[src/sv/u8d_pkg.sv]
// ----------------------------------------------------------------------------
// u8d_pkg: shared types and constants of the UTF-8 stream decoder
// Item formats on both channels, byte classes between front and back, and
// the code point limits that the back end checks.
// ----------------------------------------------------------------------------
package u8d_pkg;

	// Status codes of a result item
	localparam logic [1:0] ST_OK  = 2'd0;
	localparam logic [1:0] ST_BAD = 2'd1;
	localparam logic [1:0] ST_NUL = 2'd2;

	// Code point limits
	localparam logic [20:0] CP_MAX       = 21'h10FFFF;
	localparam logic [20:0] SURR_LO      = 21'h00D800;
	localparam logic [20:0] SURR_HI      = 21'h00DFFF;
	localparam logic [20:0] NONCHAR_LO   = 21'h00FDD0;
	localparam logic [20:0] NONCHAR_HI   = 21'h00FDEF;
	localparam logic [15:0] NONCHAR_FFFE = 16'hFFFE;
	localparam logic [15:0] NONCHAR_FFFF = 16'hFFFF;
	localparam logic [20:0] MIN_LEN2     = 21'h000080;
	localparam logic [20:0] MIN_LEN3     = 21'h000800;
	localparam logic [20:0] MIN_LEN4     = 21'h010000;

	localparam logic [2:0] LEN2 = 3'd2;
	localparam logic [2:0] LEN3 = 3'd3;
	localparam logic [2:0] LEN4 = 3'd4;
	localparam logic [2:0] LEN5 = 3'd5;
	localparam logic [2:0] LEN6 = 3'd6;

	typedef struct packed {
		logic [7:0] data_byte;
		logic       buffer_end;
	} in_item_t;

	typedef struct packed {
		logic [20:0] code_point;
		logic [1:0]  status;
		logic        byte_held_back;
		logic        last_of_run;
	} out_item_t;

	// Byte classes found by the front end
	typedef enum logic [2:0] {
		K_NUL   = 3'd0,
		K_ASCII = 3'd1,
		K_LEAD  = 3'd2,
		K_CONT  = 3'd3,
		K_BAD   = 3'd4
	} kind_t;

	typedef struct packed {
		kind_t      kind;
		logic [2:0] len;     // form length for a lead byte
		logic [6:0] bits;    // payload bits of the byte, right aligned
		logic       at_end;
	} cls_item_t;

endpackage

[src/sv/u8d_front.sv]
// ----------------------------------------------------------------------------
// u8d_front: byte classifier and item queue
// Classifies each accepted byte (NUL, ASCII, lead with form length,
// continuation, bad) and queues it for the decoding back end.
// ----------------------------------------------------------------------------
module u8d_front #(
	parameter int unsigned DEPTH = 4
) (
	input  logic                clk,
	input  logic                arst_n,
	input  logic                byte_valid,
	output logic                byte_ready,
	input  u8d_pkg::in_item_t   byte_item,
	output logic                q_valid,
	input  logic                q_pop,
	output u8d_pkg::cls_item_t  q_item
);

	localparam int unsigned PW = $clog2(DEPTH);
	localparam int unsigned CW = $clog2(DEPTH + 1);

	u8d_pkg::cls_item_t mem_q [DEPTH];
	u8d_pkg::cls_item_t cls;
	logic [PW-1:0]      head_q;
	logic [PW-1:0]      tail_q;
	logic [CW-1:0]      count_q;
	logic               push;
	logic               pop;
	logic [7:0]         b;

	always_comb begin
		b          = byte_item.data_byte;
		cls.kind   = u8d_pkg::K_BAD;
		cls.len    = '0;
		cls.bits   = '0;
		cls.at_end = byte_item.buffer_end;
		if (b == 8'd0) begin
			cls.kind = u8d_pkg::K_NUL;
		end else if (!b[7]) begin
			cls.kind = u8d_pkg::K_ASCII;
			cls.bits = b[6:0];
		end else if (!b[6]) begin
			cls.kind = u8d_pkg::K_CONT;
			cls.bits = {1'b0, b[5:0]};
		end else if (!b[5]) begin
			cls.kind = u8d_pkg::K_LEAD;
			cls.len  = u8d_pkg::LEN2;
			cls.bits = {2'b0, b[4:0]};
		end else if (!b[4]) begin
			cls.kind = u8d_pkg::K_LEAD;
			cls.len  = u8d_pkg::LEN3;
			cls.bits = {3'b0, b[3:0]};
		end else if (!b[3]) begin
			cls.kind = u8d_pkg::K_LEAD;
			cls.len  = u8d_pkg::LEN4;
			cls.bits = {4'b0, b[2:0]};
		end else if (!b[2]) begin
			cls.kind = u8d_pkg::K_LEAD;
			cls.len  = u8d_pkg::LEN5;
			cls.bits = {5'b0, b[1:0]};
		end else if (!b[1]) begin
			cls.kind = u8d_pkg::K_LEAD;
			cls.len  = u8d_pkg::LEN6;
			cls.bits = {6'b0, b[0]};
		end
	end

	assign byte_ready = (count_q != CW'(DEPTH));
	assign push       = byte_valid && byte_ready;
	assign q_valid    = (count_q != '0);
	assign pop        = q_pop && q_valid;
	assign q_item     = mem_q[head_q];

	always_ff @(posedge clk) begin
		if (push) begin
			mem_q[tail_q] <= cls;
		end
	end

	always_ff @(posedge clk or negedge arst_n) begin
		if (!arst_n) begin
			head_q  <= '0;
			tail_q  <= '0;
			count_q <= '0;
		end else begin
			if (push) begin
				tail_q <= (tail_q == PW'(DEPTH - 1)) ? '0 : tail_q + 1'b1;
			end
			if (pop) begin
				head_q <= (head_q == PW'(DEPTH - 1)) ? '0 : head_q + 1'b1;
			end
			count_q <= count_q + CW'(push) - CW'(pop);
		end
	end

	a_count_bound: assert property (@(posedge clk) disable iff (!arst_n)
		count_q <= CW'(DEPTH))
		else $error("queue count above depth");

	a_count_step: assert property (@(posedge clk) disable iff (!arst_n)
		push && !pop |=> count_q == $past(count_q) + 1'b1)
		else $error("queue count missed a push");

endmodule

[src/sv/u8d_back.sv]
// ----------------------------------------------------------------------------
// u8d_back: form decoder and result register
// Holds the partial value of the open form, accumulates continuation bits,
// checks finished forms, and delivers up to two results per byte through an
// output register and one pending slot.
// ----------------------------------------------------------------------------
module u8d_back (
	input  logic                clk,
	input  logic                arst_n,
	input  logic                q_valid,
	output logic                q_pop,
	input  u8d_pkg::cls_item_t  q_item,
	output logic                cp_valid,
	input  logic                cp_ready,
	output u8d_pkg::out_item_t  cp_item
);

	// Decoder state; big_q marks value bits shifted out above bit 20
	logic [20:0] acc_q;
	logic        big_q;
	logic [2:0]  rem_q;
	logic [2:0]  len_q;

	logic [20:0] acc_d;
	logic        big_d;
	logic [2:0]  rem_d;
	logic [2:0]  len_d;

	u8d_pkg::out_item_t out_q;
	logic               out_valid_q;
	u8d_pkg::out_item_t pend_q;
	logic               pend_valid_q;

	logic               load_ok;
	logic               pop;
	u8d_pkg::out_item_t l_res;
	logic               l_valid;
	logic               l_start;
	u8d_pkg::out_item_t r0;
	u8d_pkg::out_item_t r1;
	logic               v0;
	logic               v1;
	u8d_pkg::out_item_t err;
	logic [20:0]        acc_sh;
	logic               big_sh;
	logic [2:0]         rem_dec;
	logic               too_small;
	logic               cp_ok;

	assign load_ok = !out_valid_q || cp_ready;
	assign pop     = q_valid && load_ok && !pend_valid_q;
	assign q_pop   = pop;

	always_comb begin
		err             = '0;
		err.status      = u8d_pkg::ST_BAD;
		err.last_of_run = 1'b1;

		// Byte taken as a lead byte
		l_res             = '0;
		l_res.last_of_run = 1'b1;
		l_valid           = 1'b1;
		l_start           = 1'b0;
		case (q_item.kind)
			u8d_pkg::K_NUL: begin
				l_res.status = u8d_pkg::ST_NUL;
			end
			u8d_pkg::K_ASCII: begin
				l_res.status     = u8d_pkg::ST_OK;
				l_res.code_point = 21'(q_item.bits);
			end
			u8d_pkg::K_LEAD: begin
				if (q_item.at_end) begin
					l_res.status = u8d_pkg::ST_BAD;
				end else begin
					l_valid = 1'b0;
					l_start = 1'b1;
				end
			end
			default: begin
				l_res.status = u8d_pkg::ST_BAD;
			end
		endcase

		// Byte taken as a continuation byte
		acc_sh  = {acc_q[14:0], q_item.bits[5:0]};
		big_sh  = big_q || (acc_q[20:15] != '0);
		rem_dec = rem_q - 3'd1;
		case (len_q)
			u8d_pkg::LEN2: too_small = (acc_sh < u8d_pkg::MIN_LEN2) && (acc_sh != '0);
			u8d_pkg::LEN3: too_small = acc_sh < u8d_pkg::MIN_LEN3;
			u8d_pkg::LEN4: too_small = acc_sh < u8d_pkg::MIN_LEN4;
			default:       too_small = 1'b1;
		endcase
		cp_ok = !big_sh && (acc_sh <= u8d_pkg::CP_MAX)
			&& !((acc_sh >= u8d_pkg::SURR_LO) && (acc_sh <= u8d_pkg::SURR_HI))
			&& !((acc_sh >= u8d_pkg::NONCHAR_LO) && (acc_sh <= u8d_pkg::NONCHAR_HI))
			&& (acc_sh[15:0] != u8d_pkg::NONCHAR_FFFE)
			&& (acc_sh[15:0] != u8d_pkg::NONCHAR_FFFF)
			&& !too_small;

		r0    = '0;
		r1    = '0;
		v0    = 1'b0;
		v1    = 1'b0;
		acc_d = acc_q;
		big_d = big_q;
		rem_d = rem_q;
		len_d = len_q;

		if (pop) begin
			// Go idle by default; a lead byte that opens a form overrides
			acc_d = '0;
			big_d = 1'b0;
			rem_d = '0;
			len_d = '0;
			if (rem_q == '0 || q_item.kind != u8d_pkg::K_CONT) begin
				if (rem_q == '0) begin
					r0 = l_res;
					v0 = l_valid;
				end else begin
					// Broken form: report, then re-handle the byte as a lead
					r0                = err;
					r0.byte_held_back = 1'b1;
					r0.last_of_run    = !l_valid;
					v0                = 1'b1;
					r1                = l_res;
					v1                = l_valid;
				end
				if (l_start) begin
					acc_d = 21'(q_item.bits);
					rem_d = q_item.len - 3'd1;
					len_d = q_item.len;
				end
			end else if (rem_dec == '0) begin
				v0 = 1'b1;
				if (cp_ok) begin
					r0             = '0;
					r0.code_point  = acc_sh;
					r0.status      = u8d_pkg::ST_OK;
					r0.last_of_run = 1'b1;
				end else begin
					r0 = err;
				end
			end else if (q_item.at_end) begin
				r0 = err;
				v0 = 1'b1;
			end else begin
				acc_d = acc_sh;
				big_d = big_sh;
				rem_d = rem_dec;
				len_d = len_q;
			end
		end
	end

	always_ff @(posedge clk) begin
		if (load_ok) begin
			if (pend_valid_q) begin
				out_q <= pend_q;
			end else begin
				out_q  <= r0;
				pend_q <= r1;
			end
		end
	end

	always_ff @(posedge clk or negedge arst_n) begin
		if (!arst_n) begin
			acc_q        <= '0;
			big_q        <= 1'b0;
			rem_q        <= '0;
			len_q        <= '0;
			out_valid_q  <= 1'b0;
			pend_valid_q <= 1'b0;
		end else begin
			acc_q <= acc_d;
			big_q <= big_d;
			rem_q <= rem_d;
			len_q <= len_d;
			if (load_ok) begin
				if (pend_valid_q) begin
					out_valid_q  <= 1'b1;
					pend_valid_q <= 1'b0;
				end else begin
					out_valid_q  <= v0;
					pend_valid_q <= v1;
				end
			end
		end
	end

	assign cp_valid = out_valid_q;
	assign cp_item  = out_q;

	a_pend_behind_out: assert property (@(posedge clk) disable iff (!arst_n)
		pend_valid_q |-> out_valid_q && out_q.byte_held_back && !out_q.last_of_run)
		else $error("pending result without its broken-form error ahead");

	a_zero_on_error: assert property (@(posedge clk) disable iff (!arst_n)
		out_valid_q && out_q.status != u8d_pkg::ST_OK |-> out_q.code_point == '0)
		else $error("nonzero code point on error result");

	a_form_state: assert property (@(posedge clk) disable iff (!arst_n)
		rem_q != '0 |-> len_q >= u8d_pkg::LEN2 && rem_q < len_q)
		else $error("remaining count out of range for form length");

	a_no_pop_with_pend: assert property (@(posedge clk) disable iff (!arst_n)
		pend_valid_q |-> !q_pop)
		else $error("queue popped while a second result is pending");

endmodule

[src/sv/utf8_stream_decoder_top.sv]
// ----------------------------------------------------------------------------
// utf8_stream_decoder_top: modified UTF-8 byte stream decoder
// Front end classifies and queues bytes; back end decodes forms and delivers
// code points or error and terminator results.
// ----------------------------------------------------------------------------
// Takes one byte per clock while the queue has room and gives one result per
// clock while the output side is ready. A byte is written into the classifier
// queue at acceptance; its result is loaded into the output register when the
// output side is ready. A byte breaking an open form that is an ASCII, NUL or
// bad byte, or a lead at the buffer end, gives two results, which leave the
// output register one after the other; the queue of QUEUE_DEPTH bytes absorbs
// the pause and any output stall, so the input side stalls only once the queue
// is full. Bytes that continue or open a form give no result until it ends.
module utf8_stream_decoder_top #(
	parameter int unsigned QUEUE_DEPTH = 4
) (
	input  logic                clk,
	input  logic                arst_n,
	input  logic                byte_valid,
	output logic                byte_ready,
	input  u8d_pkg::in_item_t   byte_item,
	output logic                cp_valid,
	input  logic                cp_ready,
	output u8d_pkg::out_item_t  cp_item
);

	logic               q_valid;
	logic               q_pop;
	u8d_pkg::cls_item_t q_item;

	u8d_front #(
		.DEPTH(QUEUE_DEPTH)
	) u_front (
		.clk        (clk),
		.arst_n     (arst_n),
		.byte_valid (byte_valid),
		.byte_ready (byte_ready),
		.byte_item  (byte_item),
		.q_valid    (q_valid),
		.q_pop      (q_pop),
		.q_item     (q_item)
	);

	u8d_back u_back (
		.clk      (clk),
		.arst_n   (arst_n),
		.q_valid  (q_valid),
		.q_pop    (q_pop),
		.q_item   (q_item),
		.cp_valid (cp_valid),
		.cp_ready (cp_ready),
		.cp_item  (cp_item)
	);

endmodule

[config.mk]
export PLATFORM = sky130hd
export DESIGN_NAME = utf8_stream_decoder_top
export DESIGN_NICKNAME = d
export VERILOG_FILES = /design/src/sv/u8d_pkg.sv /design/src/sv/u8d_front.sv /design/src/sv/u8d_back.sv /design/src/sv/utf8_stream_decoder_top.sv
export SDC_FILE = /design/constraint.sdc
export NUM_CORES = 1
export LEC_CHECK = 0
export BUFFER_PORTS_ARGS = -buffer_cell sky130_fd_sc_hd__buf_2
export CAP_MARGIN = 15
export CORE_MARGIN = 8
export CORE_UTILIZATION = 50
export CTS_CLUSTER_SIZE = 20
export DETAILED_ROUTE_END_ITERATION = 10
export GPL_ROUTABILITY_DRIVEN = 0
export GPL_TIMING_DRIVEN = 0
export HOLD_SLACK_MARGIN = 0.05
export MAX_ROUTING_LAYER = met4
export PLACE_DENSITY = 0.7
export SYNTH_ARGS = -nofsm -noshare
export SYNTH_HDL_FRONTEND = slang
export SYNTH_HIERARCHICAL = 1
export SYNTH_SLANG_ARGS = --single-unit
[constraint.sdc]
create_clock -name clk -period 4.8 [get_ports clk]
set_clock_uncertainty 0.1 [all_clocks]
set_input_delay 0.24 -clock clk [delete_from_list [all_inputs] [get_ports clk]]
set_output_delay 0.24 -clock clk [all_outputs]
set_load 0.02 [all_outputs]
==> results of run 1 <==
worst paths after layout:
path,startpoint,end,depth (start not counted)
worst min-delay path,byte_item[2],u_front/mem_q[0][2],2
worst max-delay path,u_back/cp_valid,u_front/count_q[2],14
min in group asynchronous,arst_n,u_back/acc_q[10],2
worst max register to register,u_back/cp_valid,u_front/count_q[2],14
max in group asynchronous,arst_n,u_back/acc_q[3],2
worst min register to register,u_back/acc_q[20],u_back/acc_q[20],2
power groups by stage:
stage | sequential [mW] | clock, mW | combinational, mW
global route | 1.67 | 1.49 | 1.58
global placement | 1.66 | 0 | 1.40
floorplan | 1.72 | 0 | 0.957
finish | 1.65 | 1.42 | 1.46
CTS | 1.65 | 1.44 | 1.46
detailed placement | 1.67 | 0 | 1.45
state kept, by name (all words and copies together), names as in the netlist:
name / flops
u_back/acc_q: 21
u_back/big_q: 1
u_back/cp_item: 25
u_back/cp_valid: 1
u_back/len_q: 3
u_back/pend_q: 10
u_back/pend_valid_q: 1
u_back/rem_q: 3
u_front/count_q: 3
u_front/head_q: 2
u_front/mem_q: 56
u_front/tail_q: 2
layer usage:
layer	wire length (um)	track usage, %	up-vias
met2	5870	27.5	130
met1	5050	19.0	1831
li1	-	-	1757
met5	0	-	-
met4	255	7.98	0
met3	733	4.79	22
cells by family after synthesis:
group                    after synthesis  synth area share [%]
AO/OA/AOI/OAI                         78                  9.41
XOR/XNOR                               5                 0.762
adder cells (fa/ha/maj)               12                  2.74
buffers and inverters                 47                  3.57
flip-flops                           128                  63.7
multiplexers                          16                  6.27
AND/OR/NAND/NOR                      140                  13.6
area by class of cell:
cell class | instances | area, um2 | share of cell area [%]
sequential | 128 | 3660 | 53.6
multi-input combinational | 251 | 1880 | 27.6
clock buffer | 17 | 425 | 6.24
timing repair buffer | 43 | 240 | 3.52
clock inverter | 15 | 231 | 3.39
tap | 143 | 179 | 2.62
inverter | 32 | 120 | 1.76
buffer | 15 | 85.1 | 1.25
cells in the mapped netlist, types with 3 or more instances:
cell type / instances
ha_1: 11
nor2b_1: 5
nand3_1: 12
a21oi_1: 8
inv_1: 32
nor3_1: 18
o21a_1: 4
o22ai_1: 10
and2_1: 11
dfrtp_1: 37
xnor2_1: 4
nand4_1: 12
edfxtp_1: 91
buf_2: 4
mux4_1: 6
nand2_1: 34
o21ai_0: 14
nand2b_1: 7
nor4_1: 6
mux4_2: 8
clkbuf_1: 7
nor2_1: 11
o31ai_1: 9
a22oi_1: 7
o21ai_1: 7
or4_1: 3
and3b_1: 4
through the flow:
stage / cell area, um2 / hold slack, ps / std cells
after floorplan: 5750 / -156 / 426
after global placement: 6120 / 292 / 608
after detailed placement: 6130 / 303 / 609
after CTS: 6820 / 115 / 644
after global routing: 6820 / 140 / 644
final: 6820 / 141 / 644
what timing repair did:
action / CTS / global route
hold buffers: 3 / 0
hold endpoints to repair: 42 / 0
gates resized for setup: 0 / 0
==> results.md, run 1 <==
* Outcome: finished, final reports clean
* Startpoint types: register
* Vias in the first global route at 3817
* Mapped Nets at ~450
* Buf+Inv Stages, Crit Path at 6
* Setup TNS at 0 ps
* Relative slew slack at 42.6%
* DR iter-0 viols at 286
* First-pass GRT wire length at ~19000 um
* Clk slew on worst S/H paths at approximately 60 ps
* Antenna cells at 0
* Critical path peak fanout at 10
* Remaining global-route overflow at 0
* Die Span Y at between 100 and 150 um
* TritonCTS clock tree: done
* Routed wire length at roughly 12000 um
* Crit path capture type: register
* Slew @ Worst Pin at around 860 ps
* Final core utilization at 60.3%
* Pre-CTS setup slack at 959 ps
* Synthesized area at 5750 um2
* Minimum clock period at ~4000 ps
* Mapped Avg Cell Area at ~13 um2
* Netlist cell types at 63
* Wirelength per Cell at between 15 and 20 um
* Full die area at about 15000 um2
* Max stage delay on crit path at 470 ps
* Final ANT Viol Nets at 0
* Hpwl dp at 8250 um
* Core Area at about 11000 um2
* Max rail drop VDD at about 0.28 mV
* Critical path class: register to register
* Internal at 2.96 mW
* Post-synthesis register bit count at 128
* Most used DFF post-synth: edfxtp_1
* Most frequent cell on the critical path: inv_1
* Area grow syn2layout at 18.7%
* Fmax achieved at 257 MHz
* R2R Setup Slk at between 900 and 1000 ps
* Final setup viols at 0
* CTS Buffer Depth at 2
* RSZ-0062 raised after global routing: false
* Rows at 39
* Lkg Pwr at approximately 2.6 nW
* Setup slack after layout at just over 900 ps
* PD cells at between 600 and 700 nW/um2
* Initial antenna violation count at 0
* Arrival time at the worst endpoint at between 4000 and 5000 ps
* Postcts setup bufs at 0
* Drt pass-1 iters at 5
* # port buffers at 39
* Largest cells by area after synthesis: edfxtp_1 48%, dfrtp_1 16%, mux4_2 3.1%
* Final Slew Violations at 0
* Family with the most delay on the worst path: buffers and inverters
* Seq pwr share at a little over a third
* Final period util at between 80% and 90%
* Initial Utilization at around half
* Remaining DRCs at 0
* Sw Ratio at ~35%
* Fillers at 879
* CTS root buf: clkbuf_16
* Max cap viols at 0
* NetSw at 1.56 mW
* Worst path cell trace: nand2b_1, nand3_1, inv_1, clkbuf_1, clkbuf_1, o31ai_2, inv_1, ha_1, inv_1, ha_1, inv_1, fa_1, xnor2_1, xnor2_1
* Nets at 513
* TritonCTS Buffers at 17
* Sequential element share of the synthesized area at a little under two thirds
* Synth warn at 6
* Most frequent cells in the layout: 91 x edfxtp_1, 43 x buf_2, 37 x dfrtp_1
* Logic pwr share at approximately a third
* Total number of vias at ~3700
* Final Hold Viols at 0
* CTS H-tree lvls at 4
* Pwr Total at roughly 4.5 mW
* Clock sink total at about 130
* Worst-Skew Late Latency at between 400 and 500 ps
* Clock share of power at 31.3%
* Number of synthesized flops with an enable pin at between 90 and 100
* Min-Delay Path Class: input pin to register
* Die X at 123 um
* Share of the synthesized area in the top cell type at a little under half
* Vias per cell at a little under 6
* Worst Path Required at ~5000 ps
* Biggest area consumer among synthesized cells: edfxtp_1
* Slowest CP cell: clkbuf_1
* Async set-reset flop share out of synthesis at between 20% and 30%
* All-Layer GR Usage at between 15 and 20%
* Layout cells sized above 1 at a little under a fifth
* I/O Pins at 40
* Most common cell after layout, fill and taps aside: edfxtp_1
* Pin count of the biggest net entering global routing at 38
* Synthesized instance count at around 430
No activity file was read; power rests on OpenSTA's default activity.
==> inputs of run 2 (changes only) <==
ABC_AREA = 1   (was not set)
clock period = 3.9 ns   (was 4.8 ns; I/O delays follow)
==> run 2 against run 1 <==
Compared with the run above:
- cell count grew 47%
- power grew 27%
- worst setup slack lost 360 ps
- clock-buffer cell count grew 9
- sequential share of layout area shrank 4.6 points
- critical path depth is the same
- die area grew 9.7%
- global-route usage grew 1.9 points
- area after synthesis grew 11%
- critical path type unchanged
- largest cell class unchanged
- highest routed layer unchanged
==> results.md, run 2 <==
* Layout cells sized above 1 at 14.7% (-4.5 points)
* Async set-reset flop share out of synthesis at 28.9% (unchanged)
* Routing usage on met1 at 20.8% (+1.9 points)
* CTS H-tree lvls at 4 (unchanged)
* Synthesized instance count at 695 (+63%)
* Pin count of the biggest net entering global routing at 38 (unchanged)
* Sequential element share of the synthesized area at 57.3% (-6.4 points)
* Commonest cells in the netlist: 142 x nand2_1, 110 x inv_1, 95 x nor2_1
* Min-Delay Path Class: input pin to register
* I/O Pins at 40 (unchanged)
* Hpwl dp at 10300 um (+25%)
* Full die area at 16700 um2 (+9.7%)
* Critical path class: register to register
* Mapped Nets at 720 (+60%)
* Antenna cells at 0 (unchanged)
* Max rail drop VDD at 0.328 mV (+19%)
* Initial antenna violation count at 0 (unchanged)
* Wirelength per Cell at 14.9 um (-20%)
* PD cells at 770 nW/um2 (+16%)
* Outcome: finished, final reports clean
* TritonCTS Buffers at 17 (unchanged)
* TritonCTS clock tree: done
* Largest cells by area after synthesis: edfxtp_1 43%, dfrtp_1 14%, nand2_1 8.3%
* Clock sink total at 128 (unchanged)
* Max cap viols at 0 (unchanged)
* Total number of vias at 4915 (+31%)
* Crit path capture type: register
* Minimum clock period at 3360 ps (-535 ps)
* Placed Instance Area at 6840 um2 (+11%)
* Final Hold Viols at 0 (unchanged)
* Final period util at 86.1% (+5.0 points)
* Share of the synthesized area in the top cell type at 42.8% (-4.8 points)
* Slew @ Worst Pin at 952 ps (+91.7 ps)
* Relative slew slack at 36.5% (-6.2 points)
* Initial Utilization at 50.8% (+0.080 points)
* Fillers at 1071 (+22%)
* Arrival time at the worst endpoint at 3560 ps (-530 ps)
* # port buffers at 39 (unchanged)
* Slowest CP cell: buf_1
* Worst-Skew Late Latency at 420 ps (about the same)
* Number of synthesized flops with an enable pin at 91 (unchanged)
* Nets at 787 (+53%)
* GRT Max-Usage Layer: met2
* Postcts setup bufs at 0 (unchanged)
* Sw Ratio at 39.5% (+4.9 points)
* Biggest area consumer among synthesized cells: edfxtp_1
* Most common cell in the netlist: nand2_1
* CTS Buffer Depth at 2 (unchanged)
* Critical path peak fanout at 12 (+2)
* All-Layer GR Usage at 18.8% (+1.9 points)
* Worst Path Required at 4100 ps (-900 ps)
* Fin area at 7470 um2 (+9.5%)
* Most frequent cells in the layout: 142 x nand2_1, 110 x inv_1, 94 x nor2_1
* Rows at 41 (+5.1%)
* Final ANT Viol Nets at 0 (unchanged)
* Final setup viols at 0 (unchanged)
* Max stage delay on crit path at 530 ps (+60 ps)
* GR Util met2 at 31.1% (+3.6 points)
* Remaining DRCs at 0 (unchanged)
* RSZ-0062 raised after global routing: false
* Largest Register: u_front/mem_q
* Die X at 129 um (+4.7%)
* Clk slew on worst S/H paths at 50 ps (about the same)
* Remaining global-route overflow at 0 (unchanged)
* Routed wire length at 14100 um (+18%)
* NetSw at 2.27 mW (+45%)
* Synthesized area at 6390 um2 (+11%)
* Pre-CTS setup slack at -32.8 ps (-992 ps)
* First-pass GRT wire length at 23300 um (+23%)
* Area grow syn2layout at 16.9%
* Pwr Total at 5.75 mW (+27%)
* Met3 Usage GRT at 4.23% (-0.56 points)
* Clock share of power at 26.6% (-4.7 points)
* Post-synthesis register bit count at 128 (unchanged)
* DR iter-0 viols at 395 (+38%)
* Setup TNS at 0 ps (unchanged)
* Most frequent cell on the critical path: inv_1
* CTS root buf: clkbuf_16
* Most used DFF post-synth: edfxtp_1
* Core Area at 12600 um2 (+11%)
* Worst path cell trace: inv_1, nor2_1, nor2_4, nand2_1, inv_2, buf_1, nand2_1, inv_1, ha_1, inv_1, ha_1, inv_1, fa_1, xor2_1
* Lkg Pwr at 3.20 nW (+23%)
* Seq pwr share at 34.9% (-1.5 points)
* Setup slack after layout at 541 ps (-365 ps)
* Vias in the first global route at 4906 (+29%)
* Netlist cell types at 39 (-38%)
* Synth warn at 6 (unchanged)
* Logic pwr share at 38.5% (+6.2 points)
* Largest register FFs at 56 (unchanged)
* Mapped Avg Cell Area at 9.19 um2 (-32%)
* Final Slew Violations at 0 (unchanged)
* Internal at 3.48 mW (+17%)
* Hold slack final at 75.5 ps (-65.3 ps)
* Drt pass-1 iters at 5 (unchanged)
* Die Span Y at 129 um (+4.7%)
* Fmax achieved at 298 MHz (+16%)
* Most common cell after layout, fill and taps aside: nand2_1
* Vias per cell at 5.19 (-11%)
* Startpoint types: register
==> run 2: cell count changes after synthesis, moves of 10 or more <==
cell      delta
nand2_1    +108
nor2_1      +84
inv_1       +78
nand3_1     +28
a21oi_1     +24
o21ai_0     +17
nor2_4      +13
o211ai_1    +12
and2_1      -10
nand4_1     -10
==> run 2: cells by family (layout without fill, tap and decap cells) <==
| group | Yosys count | in the layout | share of synthesized area [%] |
|---|---|---|---|
| simple gates | 323 | 323 | 22.7 |
| buf+inv | 132 | 212 | 8.42 |
| flops | 128 | 128 | 57.3 |
| compound gates | 98 | 98 | 8.85 |
| fa+ha+maj | 12 | 12 | 2.47 |
| xor+xnor | 2 | 2 | 0.274 |
==> run 2: final cells by class <==
class	instances	area (um2)	share of cell area, %
sequential	128	3660	49.0
clock buffer	26	489	6.55
multi-input combinational	435	2200	29.5
inverter	115	432	5.78
clock inverter	6	85.1	1.14
buffer	17	106	1.42
tap	172	215	2.88
timing repair buffer	48	283	3.79
==> run 2: worst paths after layout <==
| check | cells after the start | slack, ps | to | from |
|---|---|---|---|---|
| setup / recovery | 14 | 540 | u_front/count_q[2] | u_back/cp_valid |
| hold / removal | 3 | 80 | u_front/mem_q[0][1] | byte_item[1] |
| setup reg to reg | 14 | 540 | u_front/count_q[2] | u_back/cp_valid |
| hold reg to reg | 2 | 400 | u_back/acc_q[20] | u_back/acc_q[20] |
| max in group asynchronous | 2 | 2810 | u_back/acc_q[3] | arst_n |
| min in group asynchronous | 2 | 330 | u_back/acc_q[15] | arst_n |
==> run 2: what timing repair did <==
| item | CTS | global route |
|---|---|---|
| hold buffers | 5 | 0 |
| endpoints found under the setup margin | 2 | 2 |
| resized for setup | 1 | 1 |
| hold endpoints to repair | 48 | 0 |
| cloned | 0 | 0 |
==> run 2: routing by layer <==
metal  routed length (um)  vias to the layer above
met2                 7000                      153
met1                 5940                     2321
met5                    0                        -
met4                  461                        0
li1                     -                     2398
met3                  681                       43
==> run 2: stage by stage <==
step / std cells / utilization (%)
3_3_place_gp: 906 / 54.1
6_report: 947 / 59.4
2_1_floorplan: 695 / -
3_5_place_dp: 910 / 54.4
4_1_cts: 947 / 59.4
5_1_grt: 947 / 59.4
==> run 2: power by group through the flow <==
stage,logic [mW],clock network [mW],registers (mW)
6_report,2.21,1.53,2.01
5_1_grt,2.49,1.60,2.05
4_1_cts,2.21,1.55,2.01
3_5_place_dp,2.19,0,2.03
3_3_place_gp,2.10,0,2.02
2_1_floorplan,1.42,0,2.12
==> run 2: critical path: cells and delay by family, from the launching register on <==
| kind | cells | cell delay [ps] |
|---|---|---|
| buffers and inverters | 6 | 1020 |
| flip-flops | 1 | 360 |
| XOR/XNOR | 1 | 160 |
| adder cells (fa/ha/maj) | 3 | 730 |
| AND/OR/NAND/NOR | 4 | 880 |
==> inputs of run 3 (changes only) <==
CORE_UTILIZATION = 53   (was 50)
PLACE_DENSITY = 0.73   (was 0.7)
==> run 3 against run 2 <==
Compared with the run above:
- first-iteration DRC count increased by 6.1%
- wire length grew 3.1%
- worst setup slack got worse by 220 ps
- power grew 5.7%
- critical path depth is the same
- register-to-register slack got worse by 220 ps
- non-clock buffer count down 1
==> results.md, run 3 (synthesis gave the netlist of run 2 again) <==
* Outcome: finished, final reports clean
* Max cap viols at 0 (unchanged)
* Placed Instance Area at 6810 um2 (-0.46%)
* Fmax achieved at 280 MHz (-6.0%)
* Hpwl dp at 10200 um (-0.91%)
* Max rail drop VDD at 0.477 mV (+46%)
* # port buffers at 39 (unchanged)
* Rows at 40 (-2.4%)
* Start point of the worst min-delay path: byte_item[2]
* Routed wire length at 14500 um (+3.1%)
* Final period util at 91.7% (+5.5 points)
* Startpoint types: register
* Clock sink total at 128 (unchanged)
* TritonCTS clock tree: done
* Core Area at 11900 um2 (-5.2%)
* Vias in the first global route at 4960 (+1.1%)
* PD cells at 806 nW/um2 (+4.7%)
* CTS Buffer Depth at 2 (unchanged)
* Relative slew slack at 36.7% (+0.24 points)
* Nets at 786 (-0.13%)
* Wirelength per Cell at 15.8 um (+6.0%)
* Clk slew on worst S/H paths at 50 ps (about the same)
* TritonCTS Buffers at 17 (unchanged)
* Final ANT Viol Nets at 0 (unchanged)
* Worst Path Required at 4100 ps (about the same)
* Slew @ Worst Pin at 949 ps (-3.58 ps)
* Arrival time at the worst endpoint at 3780 ps (+220 ps)
* Critical path class: register to register
* Vias per cell at 5.47 (+5.3%)
* Logic pwr share at 36.8% (-1.7 points)
* Critical path peak fanout at 12 (unchanged)
* RSZ-0062 raised after global routing: false
* CTS H-tree lvls at 4 (unchanged)
* Clock share of power at 30.2% (+3.6 points)
* Pin count of the biggest net entering global routing at 38 (unchanged)
* R2R Setup Slk at 330 ps (-220 ps)
* Area grow syn2layout at 18.1%
* Crit path capture type: register
* Die X at 126 um (-2.5%)
* Minimum clock period at 3570 ps (+216 ps)
* First-pass GRT wire length at 23900 um (+2.6%)
* Worst-Skew Late Latency at 420 ps (about the same)
* Seq pwr share at 33.0% (-1.9 points)
* Hold EP: u_front/mem_q[1][2]
* Antenna cells at 0 (unchanged)
* Total number of vias at 5034 (+2.4%)
* Remaining DRCs at 0 (unchanged)
* Pwr Total at 6.08 mW (+5.7%)
* Final Slew Violations at 0 (unchanged)
* End of the worst register-to-register path: u_front/count_q[2]
* Die Span Y at 126 um (-2.5%)
* Remaining global-route overflow at 0 (unchanged)
* Worst flop-to-flop path startpoint: u_back/cp_valid
* Initial antenna violation count at 0 (unchanged)
* Final Hold Viols at 0 (unchanged)
* Layout cells sized above 1 at 15.5% (+0.79 points)
* R2R cell count at 14 (unchanged)
* Initial Utilization at 53.6% (+2.8 points)
* Internal at 3.74 mW (+7.5%)
* Final setup viols at 0 (unchanged)
* All-Layer GR Usage at 19.8% (+0.95 points)
* Hold Path Depth at 3 (unchanged)
* Drt pass-1 iters at 5 (unchanged)
* Setup TNS at 0 ps (unchanged)
* Largest Register: u_front/mem_q
* Most frequent cells in the layout: 142 x nand2_1, 110 x inv_1, 94 x nor2_1
* Fin area at 7540 um2 (+0.99%)
* Lkg Pwr at 3.25 nW (+1.8%)
* NetSw at 2.34 mW (+2.9%)
* Sw Ratio at 38.4% (-1.0 points)
* Most common cell after layout, fill and taps aside: nand2_1
* Min-Delay Path Class: input pin to register
* Full die area at 15800 um2 (-5.0%)
* I/O Pins at 40 (unchanged)
* DR iter-0 viols at 419 (+6.1%)
* Largest register FFs at 56 (unchanged)
* CTS root buf: clkbuf_16
* Fillers at 937 (-13%)
==> run 3: cell types whose count changed in the layout (fill, tap and decap cells not counted), sizes merged <==
cell and change:
inv +1, clkinv +2, bufinv +4, clkbuf -6, clkinvlp -1, dlygate4sd3 -1
==> run 3: how the worst max path moves through the flow <==
stage	start	to	cells past startpoint
6_report	u_back/cp_valid	u_front/count_q[2]	14
5_1_grt	u_back/cp_valid	u_front/count_q[2]	14
4_1_cts	u_back/cp_valid	u_front/count_q[2]	14
3_5_place_dp	u_back/cp_valid	u_front/count_q[2]	14
3_3_place_gp	u_back/cp_valid	u_front/count_q[2]	14
2_1_floorplan	u_back/cp_valid	u_front/count_q[2]	14
==> run 3: layout make-up <==
type	instances	area (um2)	share of cell area, %
Multi-Input combinational cell	435	2190	29.1
Sequential cell	128	3660	48.5
Inverter	115	432	5.72
Clock buffer	20	467	6.19
Buffer	17	106	1.41
Timing Repair Buffer	47	273	3.62
Clock inverter	12	228	3.02
Tap cell	147	184	2.44
==> run 3: per-layer routing <==
metal	part of all wire, %	vias up	GRT usage [%]
met5	0	-	-
met4	3.4	0	11.3
met3	6.2	42	4.51
met2	50	204	32.4
met1	40	2381	22.0
li1	-	2407	-
==> run 3: critical path, stage by stage, from the launching register on <==
cell and delay (ps):
dfrtp_1 360, inv_1 50, nor2_1 80, nor2_2 500
nand2_1 310, inv_2 250, buf_1 520, nand2_1 190
inv_1 90, ha_1 220, inv_1 60, ha_1 130
inv_1 50, fa_1 370, xor2_1 170
==> run 3: power groups by stage <==
stage	Clock [mW]	Sequential, mW	Combinational (mW)
floorplan	0	2.12	1.42
global placement	0	2.02	2.09
detailed placement	0	2.03	2.19
CTS	1.85	2.00	2.21
global route	1.91	2.04	2.48
finish	1.83	2.01	2.24
==> run 3: timing repair <==
action | CTS | global route
hold buffers | 4 | 0
endpoints found under the setup margin | 1 | 0
setup buffers | 0 | 0
resized for setup | 1 | 0
endpoints found under the hold margin | 44 | 0
==> run 3: per-stage QoR <==
stage	instances	util (%)	hold slack [ps]	setup slack, ps
after floorplan	695	-	-201	715
after global placement	881	56.8	236	54.4
after detailed placement	885	57.1	238	5.93
after CTS	921	63.3	56.0	320
after global routing	921	63.3	83.5	11.8
final	921	63.3	70.6	325
